--- config.mk ---
export PLATFORM = sky130hd
export DESIGN_NAME = euler_angle_shortest_blend
export DESIGN_NICKNAME = d
export VERILOG_FILES = /design/src/hw/rtl/easb_pkg.sv /design/src/hw/rtl/euler_angle_shortest_blend.sv
export VERILOG_INCLUDE_DIRS = /design/src /design/src/hw/rtl
export SDC_FILE = /design/constraint.sdc
export NUM_CORES = 2
export LEC_CHECK = 0
export BUFFER_PORTS_ARGS = -buffer_cell sky130_fd_sc_hd__buf_2
export CAP_MARGIN = 20
export CORE_MARGIN = 10
export CORE_UTILIZATION = 59
export CTS_CLUSTER_SIZE = 8
export DETAILED_ROUTE_END_ITERATION = 6
export PLACE_DENSITY_LB_ADDON = 0.1
export SLEW_MARGIN = 25
export SYNTH_ARGS = -nofsm -noshare
export SYNTH_HDL_FRONTEND = slang
export SYNTH_SLANG_ARGS = --single-unit
--- constraint.sdc ---
create_clock -name clk -period 16.2 [get_ports clk]
set_input_delay 0.81 -clock clk [delete_from_list [all_inputs] [get_ports clk]]
set_output_delay 0.81 -clock clk [all_outputs]
set_load 0.005 [all_outputs]
--- src/hw/rtl/euler_angle_shortest_blend_defines.svh ---
// Assertion macros for the euler_angle_shortest_blend block.
// Expects clk and rst_n in the scope of each use; no other dependencies.
`ifndef EULER_ANGLE_SHORTEST_BLEND_DEFINES_SVH
`define EULER_ANGLE_SHORTEST_BLEND_DEFINES_SVH

`ifndef SYNTHESIS
`define EASB_ASSERT(lbl, prop) \
  lbl: assert property (@(posedge clk) disable iff (!rst_n) (prop)) \
    else $error("easb: assertion failed");
`define EASB_ASSERT_NEXT(lbl, pre, post) \
  lbl: assert property (@(posedge clk) disable iff (!rst_n) (pre) |=> (post)) \
    else $error("easb: sequencing assertion failed");
`else
`define EASB_ASSERT(lbl, prop)
`define EASB_ASSERT_NEXT(lbl, pre, post)
`endif

`endif

--- src/hw/rtl/easb_pkg.sv ---
// Package for euler_angle_shortest_blend: angle constants, widths and lane math.
// No dependencies.
`timescale 1ns / 1ps

package easb_pkg;

  localparam int LANE_W  = 16;
  localparam int DELTA_W = 18;
  localparam int WRAP_W  = 13;
  localparam int LERP_W  = 17;
  localparam int WGT_W   = 9;
  localparam int ABS_W   = 12;
  localparam int SUM_W   = 14;
  localparam int PROD_W  = LERP_W + WGT_W + 1;
  localparam int SHIFT   = 8;

  typedef logic signed [LANE_W-1:0]  lane_t;
  typedef logic signed [DELTA_W-1:0] delta_t;
  typedef logic signed [WRAP_W-1:0]  wrap_t;
  typedef logic signed [LERP_W-1:0]  lerp_t;
  typedef logic        [WGT_W-1:0]   wgt_t;
  typedef logic        [ABS_W-1:0]   mag_t;
  typedef logic        [SUM_W-1:0]   sum_t;

  localparam delta_t HALF_TURN   = 18'sd2048;
  localparam delta_t NEG_HALF    = -18'sd2048;
  localparam wrap_t  HALF_M1_W   = 13'sd2047;
  localparam wrap_t  HALF_W      = 13'sd2048;
  localparam logic [11:0] TURN_LO_M1 = 12'd2047;
  localparam logic [11:0] TURN_LO_H  = 12'h800;
  localparam logic [15:0] WEIGHT_ONE = 16'h0100;

  typedef enum logic {
    CMD_EULER = 1'b0,
    CMD_LERP  = 1'b1
  } cmd_t;

  // Reduce a delta by whole turns (4096) into [-2048, 2048].
  function automatic wrap_t wrap_turn(input delta_t d);
    logic [11:0] lo;
    wrap_t       r;
    lo = '0;
    if (d > HALF_TURN) begin
      lo = d[11:0] + TURN_LO_M1;
      r  = $signed({1'b0, lo}) - HALF_M1_W;
    end else if (d < NEG_HALF) begin
      lo = d[11:0] ^ TURN_LO_H;
      r  = $signed({1'b0, lo}) - HALF_W;
    end else begin
      r  = d[WRAP_W-1:0];
    end
    return r;
  endfunction

  function automatic mag_t mag(input wrap_t v);
    wrap_t n;
    n = -v;
    return v[WRAP_W-1] ? n[ABS_W-1:0] : v[ABS_W-1:0];
  endfunction

  // start + floor(delta * w / 256), low 16 bits.
  function automatic lane_t lane_blend(input lane_t s, input lerp_t d, input wgt_t w);
    logic signed [PROD_W-1:0] p;
    p = $signed(d) * $signed({1'b0, w});
    return s + $signed(p[SHIFT+LANE_W-1:SHIFT]);
  endfunction

endpackage

--- src/hw/rtl/euler_angle_shortest_blend.sv ---
// Top level of euler_angle_shortest_blend: input register, blend logic, result register.
// Depends on easb_pkg and euler_angle_shortest_blend_defines.svh.
//
//  channel | ports                                   | dir
//  --------+-----------------------------------------+-----
//  input   | in_valid/in_ready, in_cmd, in_start_*,  | in
//          | in_end_*, in_weight                     |
//  result  | out_valid/out_ready, out_x/out_y/out_z  | out
//
// One transaction per cycle when out_ready is high, via the input register, then
// the result register. The path between them is the wrap, L1 compare and 17x10
// multiply per lane. Reset clears both valid flags only. A stalled result holds
// the result register; the input register keeps accepting until it is also full.
`timescale 1ns / 1ps
`include "euler_angle_shortest_blend_defines.svh"

module euler_angle_shortest_blend (
  input  logic                clk,
  input  logic                rst_n,
  input  logic                in_valid,
  output logic                in_ready,
  input  logic                in_cmd,
  input  logic signed [15:0]  in_start_x,
  input  logic signed [15:0]  in_start_y,
  input  logic signed [15:0]  in_start_z,
  input  logic signed [15:0]  in_end_x,
  input  logic signed [15:0]  in_end_y,
  input  logic signed [15:0]  in_end_z,
  input  logic        [15:0]  in_weight,
  output logic                out_valid,
  input  logic                out_ready,
  output logic signed [15:0]  out_x,
  output logic signed [15:0]  out_y,
  output logic signed [15:0]  out_z
);

  logic               s1_valid_r;
  easb_pkg::cmd_t     cmd_r;
  easb_pkg::lane_t    sx_r, sy_r, sz_r, ex_r, ey_r, ez_r;
  logic [15:0]        weight_r;

  logic               out_valid_r;
  easb_pkg::lane_t    ox_r, oy_r, oz_r;
  easb_pkg::lane_t    ox_nxt, oy_nxt, oz_nxt;

  logic               out_load;
  logic               in_load;

  easb_pkg::wgt_t     w_clamp;
  easb_pkg::delta_t   dx, dy, dz, fx, fy, fz;
  easb_pkg::wrap_t    wdx, wdy, wdz, wfx, wfy, wfz;
  easb_pkg::wrap_t    selx, sely, selz;
  easb_pkg::sum_t     sum_d, sum_f;
  logic               use_flip;
  easb_pkg::lerp_t    lx, ly, lz;
  logic               sel_ok;

  assign out_load = s1_valid_r && (!out_valid_r || out_ready);
  assign in_ready = !s1_valid_r || !out_valid_r || out_ready;
  assign in_load  = in_valid && in_ready;

  always_ff @(posedge clk) begin
    if (!rst_n) begin
      s1_valid_r <= 1'b0;
    end else if (in_ready) begin
      s1_valid_r <= in_valid;
    end
  end

  always_ff @(posedge clk) begin
    if (in_load) begin
      cmd_r    <= easb_pkg::cmd_t'(in_cmd);
      sx_r     <= in_start_x;
      sy_r     <= in_start_y;
      sz_r     <= in_start_z;
      ex_r     <= in_end_x;
      ey_r     <= in_end_y;
      ez_r     <= in_end_z;
      weight_r <= in_weight;
    end
  end

  always_comb begin
    w_clamp = (weight_r > easb_pkg::WEIGHT_ONE) ? easb_pkg::WEIGHT_ONE[8:0]
                                                : weight_r[8:0];
    dx = 18'(ex_r) - 18'(sx_r);
    dy = 18'(ey_r) - 18'(sy_r);
    dz = 18'(ez_r) - 18'(sz_r);
    fx = 18'(ex_r) + easb_pkg::HALF_TURN - 18'(sx_r);
    fy = easb_pkg::HALF_TURN - 18'(ey_r) - 18'(sy_r);
    fz = 18'(ez_r) + easb_pkg::HALF_TURN - 18'(sz_r);
    wdx = easb_pkg::wrap_turn(dx);
    wdy = easb_pkg::wrap_turn(dy);
    wdz = easb_pkg::wrap_turn(dz);
    wfx = easb_pkg::wrap_turn(fx);
    wfy = easb_pkg::wrap_turn(fy);
    wfz = easb_pkg::wrap_turn(fz);
    sum_d = 14'(easb_pkg::mag(wdx)) + 14'(easb_pkg::mag(wdy)) + 14'(easb_pkg::mag(wdz));
    sum_f = 14'(easb_pkg::mag(wfx)) + 14'(easb_pkg::mag(wfy)) + 14'(easb_pkg::mag(wfz));
    use_flip = sum_f < sum_d;
    selx = use_flip ? wfx : wdx;
    sely = use_flip ? wfy : wdy;
    selz = use_flip ? wfz : wdz;
    unique case (cmd_r)
      easb_pkg::CMD_LERP: begin
        lx = dx[16:0];
        ly = dy[16:0];
        lz = dz[16:0];
      end
      easb_pkg::CMD_EULER: begin
        lx = 17'(selx);
        ly = 17'(sely);
        lz = 17'(selz);
      end
      default: begin
        lx = dx[16:0];
        ly = dy[16:0];
        lz = dz[16:0];
      end
    endcase
    ox_nxt = easb_pkg::lane_blend(sx_r, lx, w_clamp);
    oy_nxt = easb_pkg::lane_blend(sy_r, ly, w_clamp);
    oz_nxt = easb_pkg::lane_blend(sz_r, lz, w_clamp);
  end

  always_ff @(posedge clk) begin
    if (!rst_n) begin
      out_valid_r <= 1'b0;
    end else if (!out_valid_r || out_ready) begin
      out_valid_r <= s1_valid_r;
    end
  end

  always_ff @(posedge clk) begin
    if (out_load) begin
      ox_r <= ox_nxt;
      oy_r <= oy_nxt;
      oz_r <= oz_nxt;
    end
  end

  assign out_valid = out_valid_r;
  assign out_x     = ox_r;
  assign out_y     = oy_r;
  assign out_z     = oz_r;

  assign sel_ok = (selx <= 13'sd2048) && (selx >= -13'sd2048) &&
                  (sely <= 13'sd2048) && (sely >= -13'sd2048) &&
                  (selz <= 13'sd2048) && (selz >= -13'sd2048);

  `EASB_ASSERT(a_backpressure_full, !in_ready |-> (s1_valid_r && out_valid_r && !out_ready))
  `EASB_ASSERT_NEXT(a_stage_advance, out_load, out_valid_r)
  `EASB_ASSERT(a_wrap_range, (s1_valid_r && cmd_r == easb_pkg::CMD_EULER) |-> sel_ok)
  `EASB_ASSERT_NEXT(a_hold_full, (s1_valid_r && out_valid_r && !out_ready), s1_valid_r)

endmodule

==> out/qor.yml <==
global_routing:
  overflow: 0
  grt_usage_pct: 28.1
  grt_pass1_vias: 29700
  grt_pass1_wl_mm: 159
  antenna_found_initial: 2
  grt_max_degree: 68
clock_tree:
  clk_path_buf_depth: 2
  cts_inserted_buffers: 17
  path_clk_slew_ns: 0.09
  insertion_delay_ns: 0.51
  ctsHoldBuffers: 0
  clkSinkCount: 163
  cts_tree: "yes"
  cts_max_level: 4
  clock-root-buffer: "clkbuf_16"
layout:
  area_growth_pct: 11.8
  final_cell_mix: "inv_1, fa_1, nand2_1, nor2_1, ha_1"
  num_antenna_cells: 0
  n_fill_cell: 5156
  final_common_cell: "inv_1"
  drive_above_1_share_pct: 15.5
  nets: 5280
placed_design:
  gp_congestion: 0.959
  hpwl_mm: 80.8
  portBuffers: 166
sta:
  fin_skew_ns: 0.0183
  finalMaxSlewViolations: 0
  clock.fmax_mhz: 64.9
  relSlewSlack_pct: 36.3
  min_period_over_period_pct: 95.1
  rsz0062_at_grt: "true"
  setup-tns-final_ns: 0
  tightest_slew_ns: 0.956
  setup_viol: 0
  post-route-min-period_ns: 15.40
  hold_viol: 0
synthesis:
  synth-edff-count: 161
  synth_ff_type: "edfxtp_1"
  syn_area_sq_mm: 0.0357
  synth_seq_cells: 163
  yosysWarnings: 0
  syn_area_per_cell_sq_um: 8.71
  synth_seq_area_share_pct: 13.6
  synth_nets: 4988
  synth_async_sr_flop_share_pct: 0
  synthCells: 4102
  yosysUniqueCellTypes: 127
die:
  ios: 167
  die_area_sq_mm: 0.0708
  initial_core_util_pct: 59.4
  core_sq_mm: 0.0601
  die_y_um: 266
  dieWidth_um: 266
  num_rows: 90
setup_path:
  criticalPathCategory: "register to register"
  path_common_cell: "a21oi_1"
  worstSetupEndpointType: "register"
  cp_slowest_cell: "fa_1"
  critPathMaxStageDelay_ns: 0.54
  crit_path_max_fanout: 16
  cp.required_ns: 16.46
  critical_path_arrival_ns: 15.66
  worstSetupStartpointType: "register"
status:
  outcome: "complete, no violations"
hold_path:
  hold_path.class: "input pin to register"
detailed_routing:
  ant_nets: 0
  post_drt_wl_per_cell_um: 19.2
  dr_total_vias: 30000
  first_iter_violations: 2266
  vias_per_cell: 5.78
  drt_wl_total_mm: 99.4
  firstDrtPassIters: 6
  drc: 0
flow_run:
  maxCapViolations: 0
[path summary, 6_finish.rpt]
kind	start	to	slack (ns)	depth (start not counted)
worst max-delay path	ey_r[1]	out_y[15]	0.80	69
worst min-delay path	in_weight[7]	weight_r[7]	0.46	1
worst max register to register	ey_r[1]	out_y[15]	0.80	69
worst min register to register	s1_valid_r	out_valid	0.52	1
[per-stage QoR]
| stage | utilization, % | instance area [sq um] | setup WS [ns] | hold slack, ns | cells |
|---|---|---|---|---|---|
| after floorplan | - | 35700 | 0.00270 | 0.477 | 4102 |
| after global placement | 64.0 | 38500 | 0.163 | 0.516 | 5125 |
| after detailed placement | 64.0 | 38500 | -0.0534 | 0.521 | 5125 |
| after CTS | 65.0 | 39100 | 0.0313 | 0.436 | 5157 |
| after global routing | 66.4 | 39900 | -0.183 | 0.447 | 5189 |
| final | 66.4 | 39900 | 0.802 | 0.464 | 5189 |
[sequential cells by signal, indices dropped and copies added, names as in the netlist]
register and count:
cmd_r 1, ex_r 16, ey_r 16, ez_r 16, out_valid 1, out_x 16
out_y 16, out_z 16, s1_valid_r 1, sx_r 16, sy_r 16, sz_r 16
weight_r 16
[layout make-up]
| class | instances | area [sq um] | share of cell area [%] |
|---|---|---|---|
| clock buffers | 17 | 425 | 1.07 |
| clock inverters | 15 | 186 | 0.467 |
| inverters | 649 | 2440 | 6.10 |
| multi-input cells | 3181 | 28600 | 71.6 |
| flip-flops and latches | 163 | 4870 | 12.2 |
| well taps | 782 | 978 | 2.45 |
| repair buffers | 382 | 2460 | 6.16 |
[worst max-delay path: cells and delay by family (launching register included)]
kind | cells | cell delay, ns
flops | 1 | 0.46
xor+xnor | 5 | 0.84
fa+ha+maj | 13 | 5.20
compound gates | 29 | 5.65
simple gates | 13 | 1.77
mux | 2 | 0.49
buf+inv | 7 | 0.71
[per-layer routing]
metal  up-vias  track usage [%]  share of wire, %
met2       912             47.3                48
met5         -                0             0.012
li1      14300                -                 -
met1     14600             36.4                43
met4         2             9.60               3.3
met3       175             4.19               5.9
[cells in the mapped netlist, types with 10 or more instances]
| cell | instances | share of area [%] |
|---|---|---|
| o21a_1 | 35 | 0.74 |
| clkbuf_1 | 75 | 0.79 |
| a211o_1 | 15 | 0.37 |
| mux2_2 | 15 | 0.47 |
| o21bai_1 | 34 | 0.71 |
| a21o_1 | 32 | 0.67 |
| o211ai_1 | 29 | 0.61 |
| nand2b_1 | 51 | 0.89 |
| a31oi_1 | 39 | 0.68 |
| nor2b_1 | 80 | 1.4 |
| buf_1 | 11 | 0.12 |
| ha_1 | 361 | 13 |
| nor3_1 | 73 | 1.0 |
| nand3_1 | 67 | 0.94 |
| buf_2 | 15 | 0.21 |
| nor2_1 | 358 | 3.8 |
| fa_1 | 408 | 23 |
| edfxtp_1 | 161 | 14 |
| and3_1 | 24 | 0.42 |
| a31o_2 | 10 | 0.25 |
| or2_2 | 37 | 0.65 |
| nand2_1 | 369 | 3.9 |
| o21ai_0 | 127 | 1.8 |
| a211oi_1 | 28 | 0.59 |
| a21oi_2 | 10 | 0.25 |
| nand4_1 | 27 | 0.47 |
| and2_1 | 60 | 1.1 |
| o31ai_1 | 14 | 0.29 |
| a21oi_1 | 170 | 2.4 |
| mux2i_1 | 26 | 0.73 |
| nor4_1 | 27 | 0.47 |
| inv_1 | 644 | 6.8 |
| o21ai_1 | 21 | 0.29 |
| xnor2_1 | 248 | 6.1 |
| xor2_1 | 97 | 2.4 |
| or3_1 | 16 | 0.28 |
[timing repair]
action                                  CTS  global route
gates resized for setup                   5           128
endpoints found under the setup margin    1            18
pin swaps                                 2            44
buffers inserted                          0            32
[kinds of logic (layout without fill, tap and decap cells)]
logic type / Yosys count / count (layout) / share of synthesized area [%]
XOR/XNOR: 354 / 354 / 8.94
AO/OA/AOI/OAI: 736 / 736 / 14.7
buffers and inverters: 758 / 1063 / 8.11
multiplexers: 49 / 49 / 1.66
flip-flops: 163 / 163 / 13.6
adder cells (fa/ha/maj): 769 / 769 / 35.5
AND/OR/NAND/NOR: 1273 / 1273 / 17.4
Power is not shown: default switching activity piles up to over one toggle a cycle in this logic, so the estimate is an artifact.
